--- src/design/tsl_pkg.sv ---
`timescale 1ns / 1ps
`default_nettype none

package tsl_pkg;

    // field widths
    localparam int OP_W  = 2;
    localparam int IDX_W = 7;
    localparam int OFS_W = 32;
    localparam int DIR_W = 2;
    localparam int TC_W  = 8;
    localparam int THR_W = 20;
    localparam int CFG_W = 20;
    localparam int CFG_IDX_W = 1;

    // table size default
    localparam int TABLE_DEPTH_DEF = 128;

    // skip threshold after reset
    localparam logic [THR_W-1:0] THR_RESET = THR_W'(3000);

    // configuration register indexes
    localparam logic [CFG_IDX_W-1:0] CFG_NUM_TRACKS = 1'b0;
    localparam logic [CFG_IDX_W-1:0] CFG_SKIP_THR   = 1'b1;

    // operation codes
    typedef enum logic [OP_W-1:0] {
        OP_WRITE  = 2'd0,
        OP_LOCATE = 2'd1,
        OP_SKIP   = 2'd2,
        OP_CHECK  = 2'd3
    } t_op;

    // table read address select
    typedef enum logic [2:0] {
        RD_NEXT     = 3'd0,
        RD_FIRST    = 3'd1,
        RD_TRACK    = 3'd2,
        RD_CUR      = 3'd3,
        RD_CUR_NEXT = 3'd4
    } t_rd_sel;

    // controller to datapath
    typedef struct packed {
        logic    capture;
        t_rd_sel rd_sel;
        logic    j_init;
        logic    j_inc;
        logic    loc_commit;
        logic    sk_eval;
        logic    sk_target;
        logic    set_chg;
        logic    out_load;
    } t_cmd;

    // datapath to controller
    typedef struct packed {
        logic n_zero;
        logic walk_done;
        logic op_skip;
        logic ck_low;
        logic ck_high;
        logic out_free;
    } t_status;

endpackage

`default_nettype wire

--- src/design/track_segment_locator_unit.sv ---
// Track segment locator: holds a table of track start offsets (ms) and the
// current track. Each input word is one operation: write a table entry,
// locate the track holding a position, skip forward/backward/restart with a
// seek request, or check whether playback has left the current track. Every
// word yields exactly one output word. Words are handled one at a time; the
// block takes a new word once the previous one has moved to the output
// register, so a waiting result does not hold off the next word. A locate
// walks the offset table one entry per cycle through its single registered
// read port; a skip follows its locate with a read, an evaluation, a second
// read and a target step, and a check on a non-empty sheet reads the current
// and next offsets and runs a locate when the track changed. Every operation
// waits to load its result while the output register is stalled. The table
// is not cleared at reset: entries must be written before any operation
// reads them.
`timescale 1ns / 1ps
`default_nettype none

module track_segment_locator_unit #(
    parameter int TABLE_DEPTH = tsl_pkg::TABLE_DEPTH_DEF
) (
    input  wire logic                             i_clk,
    input  wire logic                             i_rst_n,
    input  wire logic                             i_cfg_we,
    input  wire logic [tsl_pkg::CFG_IDX_W-1:0]    i_cfg_index,
    input  wire logic [tsl_pkg::CFG_W-1:0]        i_cfg_data,
    input  wire logic                             i_valid,
    output logic                                  o_stall,
    input  wire logic [tsl_pkg::OP_W-1:0]         i_operation,
    input  wire logic [tsl_pkg::IDX_W-1:0]        i_entry_index,
    input  wire logic [tsl_pkg::OFS_W-1:0]        i_entry_offset_ms,
    input  wire logic [tsl_pkg::OFS_W-1:0]        i_position_ms,
    input  wire logic signed [tsl_pkg::DIR_W-1:0] i_direction,
    output logic                                  o_valid,
    input  wire logic                             i_stall,
    output logic [tsl_pkg::IDX_W-1:0]             o_track_index,
    output logic                                  o_seek_request,
    output logic [tsl_pkg::OFS_W-1:0]             o_target_offset_ms,
    output logic                                  o_in_sheet,
    output logic                                  o_changed
);
    import tsl_pkg::*;

    t_cmd    cmd;
    t_status status;

    // sequencer
    tsl_ctrl u_ctrl (
        .i_clk       (i_clk),
        .i_rst_n     (i_rst_n),
        .i_valid     (i_valid),
        .i_operation (i_operation),
        .i_status    (status),
        .o_cmd       (cmd),
        .o_stall     (o_stall)
    );

    // table, track state and output register
    tsl_dp #(
        .TABLE_DEPTH (TABLE_DEPTH)
    ) u_dp (
        .i_clk              (i_clk),
        .i_rst_n            (i_rst_n),
        .i_cmd              (cmd),
        .o_status           (status),
        .i_cfg_we           (i_cfg_we),
        .i_cfg_index        (i_cfg_index),
        .i_cfg_data         (i_cfg_data),
        .i_operation        (i_operation),
        .i_entry_index      (i_entry_index),
        .i_entry_offset_ms  (i_entry_offset_ms),
        .i_position_ms      (i_position_ms),
        .i_direction        (i_direction),
        .i_stall            (i_stall),
        .o_valid            (o_valid),
        .o_track_index      (o_track_index),
        .o_seek_request     (o_seek_request),
        .o_target_offset_ms (o_target_offset_ms),
        .o_in_sheet         (o_in_sheet),
        .o_changed          (o_changed)
    );

endmodule

`default_nettype wire

--- src/design/tsl_ctrl.sv ---
`timescale 1ns / 1ps
`default_nettype none

module tsl_ctrl (
    input  wire logic                     i_clk,
    input  wire logic                     i_rst_n,
    input  wire logic                     i_valid,
    input  wire logic [tsl_pkg::OP_W-1:0] i_operation,
    input  wire tsl_pkg::t_status         i_status,
    output tsl_pkg::t_cmd                 o_cmd,
    output logic                          o_stall
);
    import tsl_pkg::*;

    typedef enum logic [10:0] {
        S_IDLE    = 11'b000_0000_0001,
        S_PRIME   = 11'b000_0000_0010,
        S_WALK    = 11'b000_0000_0100,
        S_SK_RDA  = 11'b000_0000_1000,
        S_SK_EVAL = 11'b000_0001_0000,
        S_SK_RDB  = 11'b000_0010_0000,
        S_SK_TGT  = 11'b000_0100_0000,
        S_CK_RDA  = 11'b000_1000_0000,
        S_CK_RDB  = 11'b001_0000_0000,
        S_CK_EVB  = 11'b010_0000_0000,
        S_FIN     = 11'b100_0000_0000
    } t_state;

    t_state r_state;
    t_state n_state;

    // new words only in idle
    assign o_stall = (r_state != S_IDLE);

    // state register
    always_ff @(posedge i_clk) begin
        if (!i_rst_n) begin
            r_state <= S_IDLE;
        end else begin
            r_state <= n_state;
        end
    end

    // next state and commands
    always_comb begin
        n_state          = r_state;
        o_cmd            = '0;
        o_cmd.rd_sel     = RD_NEXT;
        unique case (r_state)
            S_IDLE: begin
                if (i_valid) begin
                    o_cmd.capture = 1'b1;
                    unique case (t_op'(i_operation))
                        OP_WRITE:  n_state = S_FIN;
                        OP_LOCATE: n_state = S_PRIME;
                        OP_SKIP:   n_state = S_PRIME;
                        OP_CHECK:  n_state = i_status.n_zero ? S_FIN : S_CK_RDA;
                        default:   n_state = S_FIN;
                    endcase
                end
            end
            S_PRIME: begin
                o_cmd.rd_sel = RD_FIRST;
                o_cmd.j_init = 1'b1;
                n_state      = S_WALK;
            end
            S_WALK: begin
                o_cmd.rd_sel = RD_NEXT;
                if (i_status.walk_done) begin
                    o_cmd.loc_commit = 1'b1;
                    n_state = i_status.op_skip ? S_SK_RDA : S_FIN;
                end else begin
                    o_cmd.j_inc = 1'b1;
                end
            end
            S_SK_RDA: begin
                o_cmd.rd_sel = RD_TRACK;
                n_state      = S_SK_EVAL;
            end
            S_SK_EVAL: begin
                o_cmd.sk_eval = 1'b1;
                n_state       = S_SK_RDB;
            end
            S_SK_RDB: begin
                o_cmd.rd_sel = RD_TRACK;
                n_state      = S_SK_TGT;
            end
            S_SK_TGT: begin
                o_cmd.sk_target = 1'b1;
                n_state         = S_FIN;
            end
            S_CK_RDA: begin
                o_cmd.rd_sel = RD_CUR;
                n_state      = S_CK_RDB;
            end
            S_CK_RDB: begin
                o_cmd.rd_sel = RD_CUR_NEXT;
                if (i_status.ck_low) begin
                    o_cmd.set_chg = 1'b1;
                    n_state       = S_PRIME;
                end else begin
                    n_state = S_CK_EVB;
                end
            end
            S_CK_EVB: begin
                if (i_status.ck_high) begin
                    o_cmd.set_chg = 1'b1;
                    n_state       = S_PRIME;
                end else begin
                    n_state = S_FIN;
                end
            end
            S_FIN: begin
                if (i_status.out_free) begin
                    o_cmd.out_load = 1'b1;
                    n_state        = S_IDLE;
                end
            end
            default: n_state = S_IDLE;
        endcase
    end

endmodule

`default_nettype wire

--- src/design/tsl_dp.sv ---
`timescale 1ns / 1ps
`default_nettype none

module tsl_dp #(
    parameter int TABLE_DEPTH = tsl_pkg::TABLE_DEPTH_DEF
) (
    input  wire logic                             i_clk,
    input  wire logic                             i_rst_n,
    input  wire tsl_pkg::t_cmd                    i_cmd,
    output tsl_pkg::t_status                      o_status,
    input  wire logic                             i_cfg_we,
    input  wire logic [tsl_pkg::CFG_IDX_W-1:0]    i_cfg_index,
    input  wire logic [tsl_pkg::CFG_W-1:0]        i_cfg_data,
    input  wire logic [tsl_pkg::OP_W-1:0]         i_operation,
    input  wire logic [tsl_pkg::IDX_W-1:0]        i_entry_index,
    input  wire logic [tsl_pkg::OFS_W-1:0]        i_entry_offset_ms,
    input  wire logic [tsl_pkg::OFS_W-1:0]        i_position_ms,
    input  wire logic signed [tsl_pkg::DIR_W-1:0] i_direction,
    input  wire logic                             i_stall,
    output logic                                  o_valid,
    output logic [tsl_pkg::IDX_W-1:0]             o_track_index,
    output logic                                  o_seek_request,
    output logic [tsl_pkg::OFS_W-1:0]             o_target_offset_ms,
    output logic                                  o_in_sheet,
    output logic                                  o_changed
);
    import tsl_pkg::*;

    localparam int IW    = $clog2(TABLE_DEPTH);
    localparam int CNT_W = $clog2(TABLE_DEPTH + 1);
    localparam int CMP_W = (CNT_W > TC_W) ? CNT_W : TC_W;
    localparam int EW    = (IW + 1 > IDX_W) ? IW + 1 : IDX_W;

    // configuration registers
    logic [TC_W-1:0]  r_num_tracks;
    logic [THR_W-1:0] r_skip_thr;

    // captured word
    logic [OP_W-1:0]  r_op;
    logic [OFS_W-1:0] r_pos;
    logic [DIR_W-1:0] r_dir;

    // walk and track state
    logic [CNT_W-1:0] r_j;
    logic [IW-1:0]    r_cur;
    logic [IW-1:0]    r_t;

    // result fields
    logic             r_seek;
    logic [OFS_W-1:0] r_target;
    logic             r_stay;
    logic             r_chg;

    // offset table
    logic [OFS_W-1:0] r_mem [TABLE_DEPTH];
    logic [OFS_W-1:0] r_rd_data;
    logic [IW-1:0]    rd_addr;

    logic [CNT_W-1:0] valid_cnt;
    logic [CNT_W-1:0] j_plus;
    logic [CNT_W-1:0] j_minus;
    logic [CNT_W-1:0] cur_plus;
    logic [IW-1:0]    n_t;
    logic             n_seek;
    logic [OFS_W-1:0] elapsed;
    logic             dir_fwd;
    logic             dir_nonneg;
    logic             dir_nonpos;
    logic             dir_neg;
    logic             write_hit;

    // configuration writes
    always_ff @(posedge i_clk) begin
        if (!i_rst_n) begin
            r_num_tracks <= '0;
            r_skip_thr   <= THR_RESET;
        end else if (i_cfg_we) begin
            if (i_cfg_index == CFG_NUM_TRACKS) begin
                r_num_tracks <= i_cfg_data[TC_W-1:0];
            end else if (i_cfg_index == CFG_SKIP_THR) begin
                r_skip_thr <= i_cfg_data[THR_W-1:0];
            end
        end
    end

    // track count clamped to the table size
    assign valid_cnt = (CMP_W'(r_num_tracks) > CMP_W'(TABLE_DEPTH)) ?
                       CNT_W'(TABLE_DEPTH) : CNT_W'(r_num_tracks);

    assign j_plus   = r_j + CNT_W'(1);
    assign j_minus  = r_j - CNT_W'(1);
    assign cur_plus = CNT_W'(r_cur) + CNT_W'(1);

    assign dir_fwd    = (r_dir == 2'b01);
    assign dir_nonneg = !r_dir[1];
    assign dir_nonpos = (r_dir != 2'b01);
    assign dir_neg    = r_dir[1];

    assign write_hit = (t_op'(i_operation) == OP_WRITE) &&
                       (EW'(i_entry_index) < EW'(TABLE_DEPTH));

    // table read address
    always_comb begin
        unique case (i_cmd.rd_sel)
            RD_NEXT:     rd_addr = j_plus[IW-1:0];
            RD_FIRST:    rd_addr = IW'(1);
            RD_TRACK:    rd_addr = r_t;
            RD_CUR:      rd_addr = r_cur;
            RD_CUR_NEXT: rd_addr = cur_plus[IW-1:0];
            default:     rd_addr = r_t;
        endcase
    end

    // table write and registered read
    always_ff @(posedge i_clk) begin
        if (i_cmd.capture && write_hit) begin
            r_mem[IW'(i_entry_index)] <= i_entry_offset_ms;
        end
        r_rd_data <= r_mem[rd_addr];
    end

    // skip decision on the located track
    assign elapsed = r_pos - r_rd_data;

    always_comb begin
        n_t    = r_t;
        n_seek = 1'b0;
        if ((valid_cnt != '0) &&
            !(dir_nonneg && (CNT_W'(r_t) == valid_cnt - CNT_W'(1)))) begin
            n_seek = 1'b1;
            if (!(dir_nonpos && (r_t == '0))) begin
                if (dir_fwd) begin
                    n_t = r_t + IW'(1);
                end else if (dir_neg && (elapsed < OFS_W'(r_skip_thr))) begin
                    n_t = r_t - IW'(1);
                end
            end
        end
    end

    // status to the controller
    assign o_status.n_zero    = (valid_cnt == '0);
    assign o_status.walk_done = (r_j >= valid_cnt) || !(r_rd_data < r_pos);
    assign o_status.op_skip   = (t_op'(r_op) == OP_SKIP);
    assign o_status.ck_low    = (r_pos < r_rd_data);
    assign o_status.ck_high   = (cur_plus < valid_cnt) && (r_pos >= r_rd_data);
    assign o_status.out_free  = !o_valid || !i_stall;

    // current track
    always_ff @(posedge i_clk) begin
        if (!i_rst_n) begin
            r_cur <= '0;
        end else if (i_cmd.loc_commit) begin
            r_cur <= j_minus[IW-1:0];
        end
    end

    // working registers
    always_ff @(posedge i_clk) begin
        if (i_cmd.capture) begin
            r_op     <= i_operation;
            r_pos    <= i_position_ms;
            r_dir    <= i_direction;
            r_seek   <= 1'b0;
            r_stay   <= 1'b0;
            r_target <= '0;
            r_chg    <= 1'b0;
        end
        if (i_cmd.j_init) begin
            r_j <= CNT_W'(1);
        end else if (i_cmd.j_inc) begin
            r_j <= j_plus;
        end
        if (i_cmd.loc_commit) begin
            r_t <= j_minus[IW-1:0];
        end else if (i_cmd.sk_eval) begin
            r_t <= n_t;
        end
        if (i_cmd.sk_eval) begin
            r_seek <= n_seek;
            r_stay <= n_seek;
        end
        if (i_cmd.sk_target) begin
            r_target <= r_seek ? r_rd_data : '0;
        end
        if (i_cmd.set_chg) begin
            r_chg <= 1'b1;
        end
    end

    // output word register
    always_ff @(posedge i_clk) begin
        if (!i_rst_n) begin
            o_valid <= 1'b0;
        end else if (i_cmd.out_load) begin
            o_valid <= 1'b1;
        end else if (!i_stall) begin
            o_valid <= 1'b0;
        end
    end

    always_ff @(posedge i_clk) begin
        if (i_cmd.out_load) begin
            o_track_index      <= IDX_W'(r_cur);
            o_seek_request     <= r_seek;
            o_target_offset_ms <= r_target;
            o_in_sheet         <= r_stay;
            o_changed          <= r_chg;
        end
    end

endmodule

`default_nettype wire
--- config.mk ---
export PLATFORM = sky130hd
export DESIGN_NAME = track_segment_locator_unit
export DESIGN_NICKNAME = d
export VERILOG_FILES = /design/src/design/tsl_pkg.sv /design/src/design/track_segment_locator_unit.sv /design/src/design/tsl_ctrl.sv /design/src/design/tsl_dp.sv
export SDC_FILE = /design/constraint.sdc
export NUM_CORES = 2
export LEC_CHECK = 0
export ABC_AREA = 0
export BUFFER_PORTS_ARGS = -buffer_cell sky130_fd_sc_hd__clkbuf_2
export CAP_MARGIN = 30
export CORE_MARGIN = 3
export CORE_UTILIZATION = 54
export DETAILED_ROUTE_END_ITERATION = 8
export PLACE_DENSITY = 0.7
export SLEW_MARGIN = 25
export SYNTH_ARGS = -nofsm -noshare
export SYNTH_HDL_FRONTEND = slang
export SYNTH_HIERARCHICAL = 1
export SYNTH_SLANG_ARGS = --single-unit
--- constraint.sdc ---
create_clock -name i_clk -period 9.7 [get_ports i_clk]
set_input_delay 0 -clock i_clk [delete_from_list [all_inputs] [get_ports i_clk]]
set_output_delay 0 -clock i_clk [all_outputs]
set_load 0.005 [all_outputs]
==> flow_summary.json <==
{
  "seq_area_frac_synth": 0.771,
  "final_nets": 8723,
  "seqPwrFrac": 0.437,
  "internal-power_mw": 35.0,
  "cts_max_path_buffers": 4,
  "cts_buffers": 423,
  "status": "finished with violations",
  "grt_max_degree": 139,
  "setup_viol": 0,
  "cts_hold_buffers": 195,
  "synthCells": 7948,
  "worst_setup_path_start_kind": "register",
  "fin_crit_sh": 0.684,
  "drt-total-wl_mm": 457,
  "die_w_um": 561,
  "grtUsageMet1": 0.398,
  "post_cts_resized": 0,
  "dieArea_um2": 315000,
  "crit_chain": "nor4_1 -> nand2_1 -> o21ai_2 -> or2_1 -> o22ai_1 -> a221oi_4 -> buf_12 -> buf_12 -> mux4_2 -> o22ai_1 -> or4_1 -> o2bb2ai_1 -> nor3_2",
  "initial_core_util": 0.543,
  "synthesis.area_um2": 166000,
  "crit_arrival_ns": 7.47,
  "wire_per_inst_um": 35.1,
  "port_buffers": 144,
  "grt_pass1_wl_mm": 643,
  "critPathRequiredTime_ns": 10.54,
  "grt-busiest-layer": "met2",
  "relSlewSlack": 0.239,
  "synth_area_leader_cell": "edfxtp_1",
  "max_freq_mhz": 151,
  "grt_use_met3": 0.0631,
  "cts-root-buf": "clkbuf_16",
  "final_cell_mix": "edfxtp_1 (4213), mux4_2 (1011), nand2_1 (510)",
  "synth_top_area_share": 0.761,
  "synth.net_count": 8127,
  "area_growth_syn_to_layout_pct": 13.8,
  "cts_tree": "built",
  "place.gp.congestion": 0.862,
  "synth_edf_count": 4213,
  "crit_slowest_cell": "a221oi_4",
  "avgSynthCellArea_um2": 20.9,
  "groute.layer.met2.usage": 0.445,
  "p_leak_nw": 59.9,
  "dp_slack_ns": 3.33,
  "netlist_top_cells_area": "edfxtp_1 (76%), mux4_2 (14%), nand2_1 (1.2%)",
  "overflow": 0,
  "worst_slew_pin_slew_ns": 1.14,
  "async_reset_ff_frac": 0,
  "final_antenna_net_count": 1,
  "p_clk_frac": 0.337,
  "cts_setup_buffers": 0,
  "final_common_cell": "edfxtp_1",
  "p_per_area_nw_per_um2": 254,
  "drc": 0,
  "drt_iter0_drc": 12440,
  "p_switching_mw": 13.0,
  "pwr-share-comb": 0.227,
  "die_h_um": 561,
  "synth.distinct_cells": 97,
  "grt_usage": 0.288,
  "fin_skew_ns": 0.0678,
  "cap_violations": 0,
  "vias": 87198,
  "crit_path_end_kind": "register",
  "hold_viol_final": 0,
  "finalCriticalPeriod_ns": 6.63,
  "clock_latency_ns": 0.98,
  "clkSinkCount": 4301,
  "floorplan.rows": 203,
  "htreeDepth": 5,
  "yosysWarnings": 6,
  "clk_pin_slew_ns": 0.06,
  "grt_setup_unrepaired": "no",
  "io_pins": 145,
  "path_class": "reg -> reg",
  "ir_worst_vdd_v": 0.000262,
  "grt_antenna_before_repair": 22,
  "max_stage_delay_ns": 0.87,
  "p_sw_frac": 0.271,
  "synth_seq_cells": 4301,
  "detailedRoute.firstPassIterationCount": 8,
  "slew_viol_final": 0,
  "tns_ns": 0,
  "violations": "antenna violations",
  "grt_pass1_vias": 85849,
  "cp_max_fo": 120,
  "ys.flop_type": "edfxtp_1",
  "viasPerCell": 6.69,
  "drive_gt1_frac": 0.249,
  "dp_hpwl_mm": 255,
  "core-area_um2": 306000,
  "setup_slack_ns": 3.07,
  "hold_path.class": "in -> reg"
}
==> metrics by stage <==
| stage | total power, mW | area, um^2 | hold slack (ns) | std cells | utilization |
|---|---|---|---|---|---|
| 4_1_cts | 48.2 | 189000 | 0.00677 | 12991 | 0.617 |
| 3_5_place_dp | 32.1 | 173000 | 0.179 | 12009 | 0.566 |
| 5_1_grt | 49.6 | 189000 | 0.00273 | 13010 | 0.618 |
| 3_3_place_gp | 32.0 | 173000 | 0.181 | 11995 | 0.565 |
| 2_1_floorplan | 29.4 | 166000 | 0.0989 | 7948 | - |
| 6_report | 48.0 | 189000 | 0.0292 | 13028 | 0.618 |
==> critical path, delay by kind of cell, from the launching register on <==
kind / cells / cell delay [ns]
AO/OA/AOI/OAI: 5 / 2.18
buffers and inverters: 2 / 0.79
flip-flops: 1 / 0.41
multiplexers: 1 / 0.43
AND/OR/NAND/NOR: 5 / 2.16
==> final timing paths <==
kind,slack [ns],from,to,depth (start not counted)
max,3.07,u_ctrl/r_state[3]$_SDFFE_PN0P_,u_dp/r_rd_data[29]$_DFF_P_,13
min,0.03,i_entry_index[5],u_dp/r_mem[127][21]$_DFFE_PP_,4
max reg2reg,3.07,u_ctrl/r_state[3]$_SDFFE_PN0P_,u_dp/r_rd_data[29]$_DFF_P_,13
min reg2reg,0.40,u_dp/r_target[22]$_SDFFCE_PN0P_,u_dp/o_target_offset_ms[22]$_DFFE_PP_,0
==> cell families (layout without fill, tap and decap cells) <==
family | count (synthesis) | count (layout) | synth area share
xor gates and xnor gates | 56 | 56 | 0.00300
AOI/OAI and AO/OA | 617 | 617 | 0.0254
DFF | 4301 | 4301 | 0.771
and+or+nand+nor | 1354 | 1354 | 0.0394
buffers and inverters | 513 | 1471 | 0.0167
other | 0 | 22 | 0
adders and majority gates | 78 | 78 | 0.00596
muxes | 1029 | 1029 | 0.138
==> cells in the mapped netlist, drive strengths merged (30+ instances only) <==
master and n:
nor2 183, o2bb2ai 31, clkbuf 129, o22ai 258, dfxtp 88, a21oi 50
nor4 51, mux4 1011, or4 41, nor3 60, and3 37, inv 79
nand3 285, nand2 518, buf 305, ha 76, edfxtp 4213, nor2b 30
o21ai 41, nand4 47, a22oi 64
==> registers in the layout, summed over array words and instances (netlist names), 7 cells and up <==
| register | cells |
|---|---|
| u_dp/r_mem | 4096 |
| u_dp/r_cur | 7 |
| u_dp/r_target | 32 |
| u_dp/o_track_index | 7 |
| u_ctrl/r_state | 11 |
| u_dp/r_pos | 32 |
| u_dp/r_j | 8 |
| u_dp/r_rd_data | 32 |
| u_dp/o_target_offset_ms | 32 |
| u_dp/r_t | 7 |
| u_dp/r_num_tracks | 8 |
| u_dp/r_skip_thr | 20 |
==> per-layer routing <==
metal / up-vias / wire length, um
li1: 34369 / -
met1: 46284 / 165000
met2: 5630 / 216000
met3: 909 / 52200
met4: 6 / 23800
met5: - / 87
==> power groups by stage <==
stage | combinational (mW) | sequential [mW] | clock (mW)
floorplan | 8.40 | 21.0 | 0
global placement | 10.7 | 21.3 | 0
detailed placement | 10.8 | 21.3 | 0
CTS | 10.9 | 20.9 | 16.3
global route | 11.6 | 21.0 | 17.1
finish | 10.9 | 21.0 | 16.2
==> cell type report <==
class / instances / area [um^2]
diodes: 22 / 55.1
clock buffers: 553 / 11400
clock inverters: 234 / 2380
fillers: 20280 / 117000
inverters: 79 / 297
multi-input cells: 3134 / 36300
flip-flops and latches: 4301 / 128000
well taps: 4100 / 5130
repair buffers: 605 / 5390
Power figures use the tool's default switching activity.
